### src/hw/rtl/cdsb_pkg.sv
// ----------------------------------------------------------------------------
// cdsb_pkg
// Shared types and constants of the click detector and SOS blinker.
// ----------------------------------------------------------------------------
package cdsb_pkg;

  localparam int SYMBOLS_PER_LETTER = 3;
  localparam int TIMER_BITS         = 8;
  localparam int CFG_W              = 8;
  localparam int CMP_W              = (TIMER_BITS > CFG_W) ? TIMER_BITS : CFG_W;
  localparam int SYM_COUNT          = 3 * SYMBOLS_PER_LETTER;
  localparam int SYM_W              = $clog2(SYM_COUNT + 1);
  localparam int CFG_IDX_W          = 3;

  typedef logic [TIMER_BITS-1:0] timer_t;
  typedef logic [SYM_W-1:0]      sym_idx_t;
  typedef logic [CFG_W-1:0]      cfg_val_t;

  localparam timer_t TIMER_MAX = {TIMER_BITS{1'b1}};

  localparam sym_idx_t SYM_DASH_FIRST = sym_idx_t'(SYMBOLS_PER_LETTER);
  localparam sym_idx_t SYM_DASH_END   = sym_idx_t'(2 * SYMBOLS_PER_LETTER);
  localparam sym_idx_t SYM_END        = sym_idx_t'(SYM_COUNT);

  typedef enum logic [CFG_IDX_W-1:0] {
    CFG_DOT       = 3'd0,
    CFG_DASH      = 3'd1,
    CFG_DEBOUNCE  = 3'd2,
    CFG_WINDOW    = 3'd3,
    CFG_IDLE_POLL = 3'd4
  } cfg_idx_t;

  typedef enum logic [2:0] {
    PH_WAIT_PRESS = 3'd0,
    PH_DEBOUNCE_1 = 3'd1,
    PH_RELEASE_1  = 3'd2,
    PH_WINDOW     = 3'd3,
    PH_DEBOUNCE_2 = 3'd4,
    PH_RELEASE_2  = 3'd5
  } click_phase_t;

  typedef enum logic [1:0] {
    EV_NONE   = 2'd0,
    EV_SINGLE = 2'd1,
    EV_DOUBLE = 2'd2
  } click_ev_t;

  typedef struct packed {
    cfg_val_t dot_ticks;
    cfg_val_t dash_ticks;
    cfg_val_t debounce_ticks;
    cfg_val_t window_ticks;
    cfg_val_t idle_poll_ticks;
  } cfg_t;

  typedef struct packed {
    click_ev_t event_nxt;
    logic      active_cur;
    logic      active_nxt;
  } click_status_t;

  function automatic timer_t sat_inc(timer_t t);
    timer_t r;
    r = (t == TIMER_MAX) ? TIMER_MAX : t + timer_t'(1);
    return r;
  endfunction

  function automatic logic reached(timer_t t, cfg_val_t len);
    logic r;
    r = CMP_W'(t) >= CMP_W'(len);
    return r;
  endfunction

endpackage

### src/hw/rtl/cdsb_click.sv
// ----------------------------------------------------------------------------
// cdsb_click
// Single and double click detector with debounce and the active flag.
// ----------------------------------------------------------------------------
module cdsb_click (
  input  logic                   clk,
  input  logic                   rst_n,
  input  logic                   step,
  input  logic                   pressed,
  input  cdsb_pkg::cfg_t         cfg,
  output cdsb_pkg::click_status_t status
);
  import cdsb_pkg::*;

  click_phase_t phase_r, phase_nxt;
  timer_t       timer_r, timer_nxt;
  logic         active_r, active_nxt;
  click_ev_t    ev;

  always_ff @(posedge clk) begin
    if (!rst_n) begin
      phase_r  <= PH_WAIT_PRESS;
      timer_r  <= '0;
      active_r <= 1'b0;
    end else if (step) begin
      phase_r  <= phase_nxt;
      timer_r  <= timer_nxt;
      active_r <= active_nxt;
    end
  end

  always_comb begin
    phase_nxt = phase_r;
    timer_nxt = timer_r;
    ev        = EV_NONE;
    unique case (phase_r)
      PH_DEBOUNCE_1, PH_DEBOUNCE_2: begin
        timer_nxt = sat_inc(timer_r);
        if (reached(timer_nxt, cfg.debounce_ticks)) begin
          phase_nxt = (phase_r == PH_DEBOUNCE_1) ? PH_RELEASE_1 : PH_RELEASE_2;
        end
      end
      PH_RELEASE_1: begin
        if (!pressed) begin
          phase_nxt = PH_WINDOW;
          timer_nxt = '0;
        end
      end
      PH_WINDOW: begin
        if (pressed) begin
          timer_nxt = '0;
          phase_nxt = (cfg.debounce_ticks == '0) ? PH_RELEASE_2 : PH_DEBOUNCE_2;
        end else begin
          timer_nxt = sat_inc(timer_r);
          if (reached(timer_nxt, cfg.window_ticks)) begin
            phase_nxt = PH_WAIT_PRESS;
            timer_nxt = '0;
            ev        = EV_SINGLE;
          end
        end
      end
      PH_RELEASE_2: begin
        if (!pressed) begin
          phase_nxt = PH_WAIT_PRESS;
          timer_nxt = '0;
          ev        = EV_DOUBLE;
        end
      end
      default: begin
        phase_nxt = PH_WAIT_PRESS;
        if (pressed) begin
          timer_nxt = '0;
          phase_nxt = (cfg.debounce_ticks == '0) ? PH_RELEASE_1 : PH_DEBOUNCE_1;
        end
      end
    endcase

    priority case (ev)
      EV_SINGLE: active_nxt = 1'b1;
      EV_DOUBLE: active_nxt = 1'b0;
      default:   active_nxt = active_r;
    endcase
  end

  assign status.event_nxt  = ev;
  assign status.active_cur = active_r;
  assign status.active_nxt = active_nxt;

endmodule

### src/hw/rtl/cdsb_blinker.sv
// ----------------------------------------------------------------------------
// cdsb_blinker
// SOS sequencer: idle polling of the active flag and dot/dash phase timing.
// ----------------------------------------------------------------------------
module cdsb_blinker (
  input  logic                   clk,
  input  logic                   rst_n,
  input  logic                   step,
  input  cdsb_pkg::cfg_t         cfg,
  input  cdsb_pkg::click_status_t status,
  output logic                   led_nxt
);
  import cdsb_pkg::*;

  sym_idx_t idx_r, idx_nxt, idx_inc;
  logic     lit_r, lit_nxt;
  timer_t   phase_tmr_r, phase_tmr_nxt, phase_inc;
  logic     run_r, run_nxt;
  timer_t   idle_tmr_r, idle_tmr_nxt, idle_inc;
  logic     led_r, led_seq;
  logic     is_dash;
  cfg_val_t len;

  always_ff @(posedge clk) begin
    if (!rst_n) begin
      idx_r       <= '0;
      lit_r       <= 1'b0;
      phase_tmr_r <= '0;
      run_r       <= 1'b0;
      idle_tmr_r  <= '0;
      led_r       <= 1'b0;
    end else if (step) begin
      idx_r       <= idx_nxt;
      lit_r       <= lit_nxt;
      phase_tmr_r <= phase_tmr_nxt;
      run_r       <= run_nxt;
      idle_tmr_r  <= idle_tmr_nxt;
      led_r       <= led_nxt;
    end
  end

  always_comb begin
    idx_nxt       = idx_r;
    lit_nxt       = lit_r;
    phase_tmr_nxt = phase_tmr_r;
    run_nxt       = run_r;
    idle_tmr_nxt  = idle_tmr_r;
    led_seq       = led_r;
    is_dash       = (idx_r >= SYM_DASH_FIRST) && (idx_r < SYM_DASH_END);
    len           = is_dash ? cfg.dash_ticks : cfg.dot_ticks;
    idx_inc       = idx_r + sym_idx_t'(1);
    phase_inc     = sat_inc(phase_tmr_r);
    idle_inc      = sat_inc(idle_tmr_r);

    if (!run_r) begin
      idle_tmr_nxt = idle_inc;
      if (reached(idle_inc, cfg.idle_poll_ticks)) begin
        idle_tmr_nxt = '0;
        if (status.active_cur) begin
          run_nxt       = 1'b1;
          idx_nxt       = '0;
          lit_nxt       = 1'b1;
          phase_tmr_nxt = '0;
          led_seq       = 1'b1;
        end
      end
    end else begin
      phase_tmr_nxt = phase_inc;
      if (reached(phase_inc, len)) begin
        phase_tmr_nxt = '0;
        if (lit_r) begin
          lit_nxt = 1'b0;
          led_seq = 1'b0;
        end else if (idx_inc >= SYM_END) begin
          run_nxt      = 1'b0;
          idx_nxt      = '0;
          idle_tmr_nxt = '0;
          if (status.active_cur) begin
            run_nxt = 1'b1;
            lit_nxt = 1'b1;
            led_seq = 1'b1;
          end
        end else begin
          idx_nxt = idx_inc;
          lit_nxt = 1'b1;
          led_seq = 1'b1;
        end
      end
    end

    led_nxt = (status.event_nxt == EV_DOUBLE) ? 1'b0 : led_seq;
  end

endmodule

### src/hw/rtl/click_detect_sos_blinker_unit.sv
// ----------------------------------------------------------------------------
// click_detect_sos_blinker_unit
// Each input word is one 10 ms poll tick carrying the raw active-low button
// level. Each tick produces exactly one output word: the LED level, the
// click event of that tick (none, single or double) and the SOS enable flag.
// A single click enables the SOS blinker, a double click disables it and
// turns the LED off at once; a sequence already started plays to its end.
// The tick update is combinational between the state registers and the
// output register, so one word can be accepted every cycle while in_ready
// is high, that is whenever the output register is empty or is being
// drained in the same cycle, so a stalled receiver holds off the input only
// while its result waits. The user writes the timing registers through the
// cfg_ port only while the unit is idle, which the unit does not enforce;
// writes take effect on the next tick. Synchronous reset restores the
// default timings, clears all state and empties the output register.
// ----------------------------------------------------------------------------
module click_detect_sos_blinker_unit (
  input  logic                       clk,
  input  logic                       rst_n,
  input  logic                       in_valid,
  output logic                       in_ready,
  input  logic                       in_button_level,
  output logic                       out_valid,
  input  logic                       out_ready,
  output logic                       out_led_on,
  output logic [1:0]                 out_click_event,
  output logic                       out_active,
  input  logic                       cfg_we,
  input  logic [cdsb_pkg::CFG_IDX_W-1:0] cfg_index,
  input  logic [cdsb_pkg::CFG_W-1:0] cfg_wdata
);
  import cdsb_pkg::*;

  cfg_t          cfg_r;
  click_status_t status;
  logic          step;
  logic          led_nxt;
  logic          out_valid_r;
  logic          led_r;
  click_ev_t     ev_r;
  logic          active_r;

  assign in_ready = !out_valid_r || out_ready;
  assign step     = in_valid && in_ready;

  always_ff @(posedge clk) begin
    if (!rst_n) begin
      cfg_r.dot_ticks       <= 8'd20;
      cfg_r.dash_ticks      <= 8'd50;
      cfg_r.debounce_ticks  <= 8'd5;
      cfg_r.window_ticks    <= 8'd60;
      cfg_r.idle_poll_ticks <= 8'd10;
    end else if (cfg_we) begin
      unique case (cfg_index)
        CFG_DOT:       cfg_r.dot_ticks       <= cfg_wdata;
        CFG_DASH:      cfg_r.dash_ticks      <= cfg_wdata;
        CFG_DEBOUNCE:  cfg_r.debounce_ticks  <= cfg_wdata;
        CFG_WINDOW:    cfg_r.window_ticks    <= cfg_wdata;
        CFG_IDLE_POLL: cfg_r.idle_poll_ticks <= cfg_wdata;
        default: ;
      endcase
    end
  end

  cdsb_click u_click (
    .clk     (clk),
    .rst_n   (rst_n),
    .step    (step),
    .pressed (!in_button_level),
    .cfg     (cfg_r),
    .status  (status)
  );

  cdsb_blinker u_blinker (
    .clk     (clk),
    .rst_n   (rst_n),
    .step    (step),
    .cfg     (cfg_r),
    .status  (status),
    .led_nxt (led_nxt)
  );

  always_ff @(posedge clk) begin
    if (!rst_n) begin
      out_valid_r <= 1'b0;
    end else if (step) begin
      out_valid_r <= 1'b1;
    end else if (out_ready) begin
      out_valid_r <= 1'b0;
    end
  end

  always_ff @(posedge clk) begin
    if (step) begin
      led_r    <= led_nxt;
      ev_r     <= status.event_nxt;
      active_r <= status.active_nxt;
    end
  end

  assign out_valid       = out_valid_r;
  assign out_led_on      = led_r;
  assign out_click_event = ev_r;
  assign out_active      = active_r;

endmodule

### config.mk
export PLATFORM = sky130hd
export DESIGN_NAME = click_detect_sos_blinker_unit
export DESIGN_NICKNAME = d
export VERILOG_FILES = /design/src/hw/rtl/cdsb_pkg.sv /design/src/hw/rtl/cdsb_click.sv /design/src/hw/rtl/cdsb_blinker.sv /design/src/hw/rtl/click_detect_sos_blinker_unit.sv
export SDC_FILE = /design/constraint.sdc
export NUM_CORES = 1
export LEC_CHECK = 0
export ABC_AREA = 1
export ABC_CLOCK_PERIOD_IN_PS = 3600
export BUFFER_PORTS_ARGS = -buffer_cell sky130_fd_sc_hd__buf_2
export CORE_MARGIN = 5
export CORE_UTILIZATION = 60
export CTS_CLUSTER_DIAMETER = 100
export DETAILED_ROUTE_END_ITERATION = 6
export GPL_TIMING_DRIVEN = 0
export PLACE_DENSITY = 0.77
export SYNTH_ARGS = -nofsm -noshare
export SYNTH_HDL_FRONTEND = slang
export SYNTH_HIERARCHICAL = 1
export SYNTH_SLANG_ARGS = --single-unit
export TNS_END_PERCENT = 5
### constraint.sdc
create_clock -name clk -period 3.6 [get_ports clk]
set_input_delay 0.36 -clock clk [delete_from_list [all_inputs] [get_ports clk]]
set_output_delay 0.36 -clock clk [all_outputs]
set_load 0.005 [all_outputs]
Word level (Yosys, flattened, before mapping):

Index checks and enable logic that the tools add are counted.
W data, S select, Z words.

* register bits: 80
* bits of input ports: 17
* output and inout bits: 6
* word-level logic and storage cells: 133

* $add $sub $neg: 4
* order comparisons: 7
* equal/unequal tests: 23
* mux-type cells: 59
* reductions and logical operators: 22

Operators with widths (number)
* $mux W8: 17
* $ge A8 B8 Y1: 4
* $add A8 B1 Y8 const B: 3
* $eq A8 B8 Y1 const B: 3
* $mux W4: 6
* $pmux W8 S3: 1
* $mux W1: 22
* $mux W3: 7
* $eq A3 B2 Y1 const B: 4
* $pmux W3 S4: 1
* $ne A2 B2 Y1 const B: 5
* $reduce_and A2 Y1: 5
* $reduce_and A5 Y1: 2
* $eq A3 B3 Y1 const B: 3
* $logic_not A8 Y1: 1
* $reduce_and A4 Y1: 2
* $eq A3 B1 Y1 const B: 2
* $mux W2: 3
* $reduce_and A3 Y1: 2
* $reduce_bool A2 Y1: 3
* $add A4 B1 Y4 const B: 1
* $ge A4 B2 Y1 const B: 1
* $ge A4 B4 Y1 const B: 1
* $lt A4 B3 Y1 const B: 1
* other kinds (12): 15

Longest topological paths before layout:

* depth after elaboration: 8
* mapped depth: 22
* mapped depth without buffers: 21

Modules after synthesis:

The synthesis kept the hierarchy.

By module, submodules not included
* cdsb_blinker: times used 1, cells each 302, area each 2020.7 µm²
* click_detect_sos_blinker_unit: times used 1, cells each 239, area each 1773.0 µm²
* cdsb_click: times used 1, cells each 231, area each 1382.6 µm²

Least setup slack after synthesis:

Ideal clock, no wire load.

* path type: reg-to-reg
* start: register u_click.timer_r[0]
* end: register active_r, in the netlist out_active (data pin)
* setup time: 251 ps
* arrival: 2329 ps
* required time: 3349 ps
* path slack: 1020 ps
* stages on the path, launching flop included: 15
* buffers on the path: 1
* clock period less this slack: 2580 ps
* path through: dfxtp_1 ha_1 nand3_1 nor3_1 or2_2 nand2_1 inv_1 ha_1 nand2_1 o21a_1 a21oi_1 ha_1 nor2_1 a21oi_1 buf_4

RTL lines
* start, declared: line cdsb_click.sv:16 `timer_t timer_r, timer_nxt;`
* start signal, assigned: line cdsb_click.sv:27 `timer_r <= timer_nxt;`
* end signal, assigned: line click_detect_sos_blinker_unit.sv:97 `active_r <= status.active_nxt;`
* end, declared: line click_detect_sos_blinker_unit.sv:41 `logic active_r;`

Worst setup path in the final report:

* start: register u_blinker.idx_r[1]
* end: register u_blinker.idle_tmr_r[0]

* cells in the longest elaborated chain, start to end: 6
* elaborated cells between the ends (all ways): 10
* classes of those cells: add/sub: 1; order compare: 4; eq/ne: 2; mux: 1; reduce/logical: 2

RTL lines
* start, declared: line cdsb_blinker.sv:15 `sym_idx_t idx_r, idx_nxt, idx_inc;`
* start signal, assigned: line cdsb_blinker.sv:33 `idx_r <= idx_nxt;`
* $ge A4 B2 Y1 or $lt A4 B3 Y1 (tied branches): line cdsb_blinker.sv:49 `is_dash = (idx_r >= SYM_DASH_FIRST) && (idx_r < SYM_DASH_END);`
* $logic_and A1 B1 Y1: line cdsb_blinker.sv:49
* $mux W8: line cdsb_blinker.sv:50 `len = is_dash ? cfg.dash_ticks : cfg.dot_ticks;`
* $ge A8 B8 Y1: line cdsb_pkg.sv:70 `r = CMP_W'(t) >= CMP_W'(len);`
* $ne A2 B2 Y1 (no line)
* $reduce_and A4 Y1 (no line) (*)
* end signal, assigned: line cdsb_blinker.sv:37 `idle_tmr_r <= idle_tmr_nxt;`
* end, declared: line cdsb_blinker.sv:19 `timer_t idle_tmr_r, idle_tmr_nxt, idle_inc;`

Every way passes the cells marked *; elsewhere a longest branch is shown, timed or not.
A chain may end at the register's enable or synchronous reset.

==> impl_metrics.env <==
export IMPL_fin_area_sq_mm=0.00566
export IMPL_worstPathCellList="inv_1 > o211ai_2 > mux2_2 > ha_1 > nand2_1 > nand3_1 > nand2_1 > nand2_1 > nand2_1 > nand3_1 > nand3_1 > buf_4 > o21ai_0 > a21oi_1"
export IMPL_setup_viol=0
export IMPL_final_antenna_net_count=0
export IMPL_seq_area_frac_synth_pct=31.7
export IMPL_cap_violations=0
export IMPL_placed_cell_area_sq_mm=0.00542
export IMPL_cts_sinks=80
export IMPL_cts_made_buffers=9
export IMPL_hold_buffers=0
export IMPL_synth_area_top_cells="dfxtp_1, nand2_1, ha_1, nor2_1, inv_1"
export IMPL_dieArea_sq_mm=0.0106
export IMPL_synth_cells=772
export IMPL_drive_above_1_share_pct=13.0
export IMPL_clock_path_buffers=2
export IMPL_avgRoutedWirePerCell_microns=12.3
export IMPL_critPathMaxFanout=10
export IMPL_htreeDepth=3
export IMPL_antenna_cells_inserted=0
export IMPL_synth_top_flop_cell="dfxtp_1"
export IMPL_yosys_area_top_type="dfxtp_1"
export IMPL_leakage_uw=0.00283
export IMPL_synth_edff_count=4
export IMPL_nets=861
export IMPL_synth_top_area_share_pct=29.4
export IMPL_async_reset_ff_share_pct=0
export IMPL_skew_ns=0.00903
export IMPL_synth_warnings=6
export IMPL_cts_tree="done"
export IMPL_clkTransAtPathRegs_ns=0.08
export IMPL_drt_first_pass_iters=5
export IMPL_crit_top_cell="nand2_1"
export IMPL_max_stage_delay_ns=0.61
export IMPL_cp_slowest_cell="o211ai_2"
export IMPL_area_growth_pct=9.26
export IMPL_critPathTopFamily="compound AO/OA/AOI/OAI gates"
export IMPL_grt_usage_pct=23.0
export IMPL_clk_latency_ns=0.35
export IMPL_max_freq_ghz=0.317
export IMPL_post_synth_instance_area_sq_mm=0.00518
export IMPL_power_density_mw_per_mm2=400
export IMPL_period_share_pct=87.6
export IMPL_worstMarginPinSlew_ns=1.21
export IMPL_grt_pass1_vias=4590
export IMPL_cts_resized=0
export IMPL_ys_types=41
export IMPL_synth_nets=828
export IMPL_vias=4840
export IMPL_hold_class="in -> reg"
export IMPL_fillerInstances=713
export IMPL_dp_hpwl_microns=8760
export IMPL_cts_root_buf="clkbuf_8"
export IMPL_place_congestion=0.981
export IMPL_io_buffers=22
export IMPL_status="complete, no violations"
export IMPL_worst_path_buf_inv=2
export IMPL_ys_seq_elements=80
export IMPL_overflow=0
export IMPL_setup_tns_ns=0
export IMPL_antenna_found_initial=0
export IMPL_design_core_area_sq_mm=0.00830
export IMPL_period_needed_ns=3.15
export IMPL_finalMaxSlewViolations=0
export IMPL_mostFrequentLayoutCells="nand2_1, nor2_1, inv_1"
export IMPL_hold_violations=0
export IMPL_drt_iter0_drc=193
export IMPL_mostFrequentLayoutCell="nand2_1"
export IMPL_post_cts_buffers=0
export IMPL_routed_wl_microns=11300
export IMPL_grt_pass1_wl_microns=19800
export IMPL_vdd_drop_max_mv=0.231
export IMPL_start_kind="register"
export IMPL_grt_max_degree=15
export IMPL_initial_core_util_pct=62.4
export IMPL_maxSlewHeadroom_pct=19.5
export IMPL_critical_path_class="reg -> reg"
export IMPL_num_rows=33
export IMPL_rsz0062_at_grt="no"
export IMPL_postSynthAreaPerCell_sq_um=6.70
export IMPL_drc_errors=0
export IMPL_die_h_microns=103
export IMPL_die_x_microns=103
export IMPL_cp_end_kind="register"
export IMPL_power_uw=2260
export IMPL_num_io_pins=23
export IMPL_cp_data_arrival_time_ns=3.39
export IMPL_crit_required_ns=3.84
export IMPL_viasPerCell=5.29
kinds of logic (layout without fill, tap and decap cells):
| kind of cell | after synthesis | after routing | synth area share, % |
|---|---|---|---|
| and+or+nand+nor | 448 | 448 | 38.8 |
| buffers and inverters | 126 | 164 | 9.89 |
| DFF | 80 | 80 | 31.7 |
| AOI/OAI and AO/OA | 64 | 64 | 7.37 |
| adders and majority gates | 39 | 39 | 9.43 |
| muxes | 8 | 8 | 1.57 |
| xor gates and xnor gates | 7 | 7 | 1.18 |
Yosys cell counts, drive strengths merged, types with 4 or more instances:
master and n:
nand2 213, nor2 134, or2 4, nand3 84, mux2i 7, inv 111
edfxtp 4, xor2 6, a21oi 35, o21ai 21, dfxtp 76, nor3 9
ha 39, buf 11
report_power, final:
| part | internal, uW | switching [uW] |
|---|---|---|
| clock | 463 | 330 |
| combinational | 172 | 318 |
| sequential | 939 | 41.6 |
area by class of cell:
cell class	count	area [sq um]	area share, %
repair buffers	22	110	1.95
inverters	112	424	7.50
well taps	105	131	2.32
clock inverters	5	106	1.88
flip-flops and latches	80	1640	29.0
clock buffers	11	131	2.32
plain buffers	14	87.6	1.55
multi-input cells	566	3020	53.5
tightest hold or removal path: stages:
cell and delay (ns):
buf_2 0.09, nand2_1 0.05, nand3_1 0.05
routing by layer:
layer / routed length [microns] / vias up / global-route usage [%]
met5: 0 / - / 0
met1: 5200 / 2203 / 29.7
met2: 5330 / 116 / 39.0
met4: 187 / 0 / 8.57
li1: - / 2503 / -
met3: 567 / 18 / 3.52
through the flow:
stage          cells  util (%)  hold WS (ns)  worst slack [ns]
6_report         915      68.1         0.235             0.447
5_1_grt          915      68.1         0.242             0.125
4_1_cts          915      68.1         0.226             0.443
3_5_place_dp     899      65.3         0.444             0.481
3_3_place_gp     899      65.3         0.448             0.610
2_1_floorplan    772         -         0.429              1.02
state kept, by name, indices dropped and copies added (netlist names):
| name | cells |
|---|---|
| u_click/phase_r | 3 |
| cfg_r | 40 |
| u_blinker/lit_r | 1 |
| out_valid | 1 |
| u_blinker/phase_tmr_r | 8 |
| out_click_event | 2 |
| out_active | 1 |
| out_led_on | 1 |
| u_blinker/led_r | 1 |
| u_click/timer_r | 8 |
| u_blinker/idle_tmr_r | 8 |
| u_blinker/idx_r | 4 |
| u_blinker/run_r | 1 |
| u_click/active_r | 1 |
worst paths after layout:
| check | startpoint | end | slack, ns | depth (start not counted) |
|---|---|---|---|---|
| max | u_blinker/idx_r[1] | u_blinker/idle_tmr_r[0] | 0.45 | 14 |
| min | cfg_wdata[0] | cfg_r[16] | 0.23 | 3 |
| max reg2reg | u_blinker/idx_r[1] | u_blinker/idle_tmr_r[0] | 0.45 | 14 |
| min reg2reg | cfg_r[10] | cfg_r[10] | 0.47 | 2 |
Power figures use the tool's default switching activity.
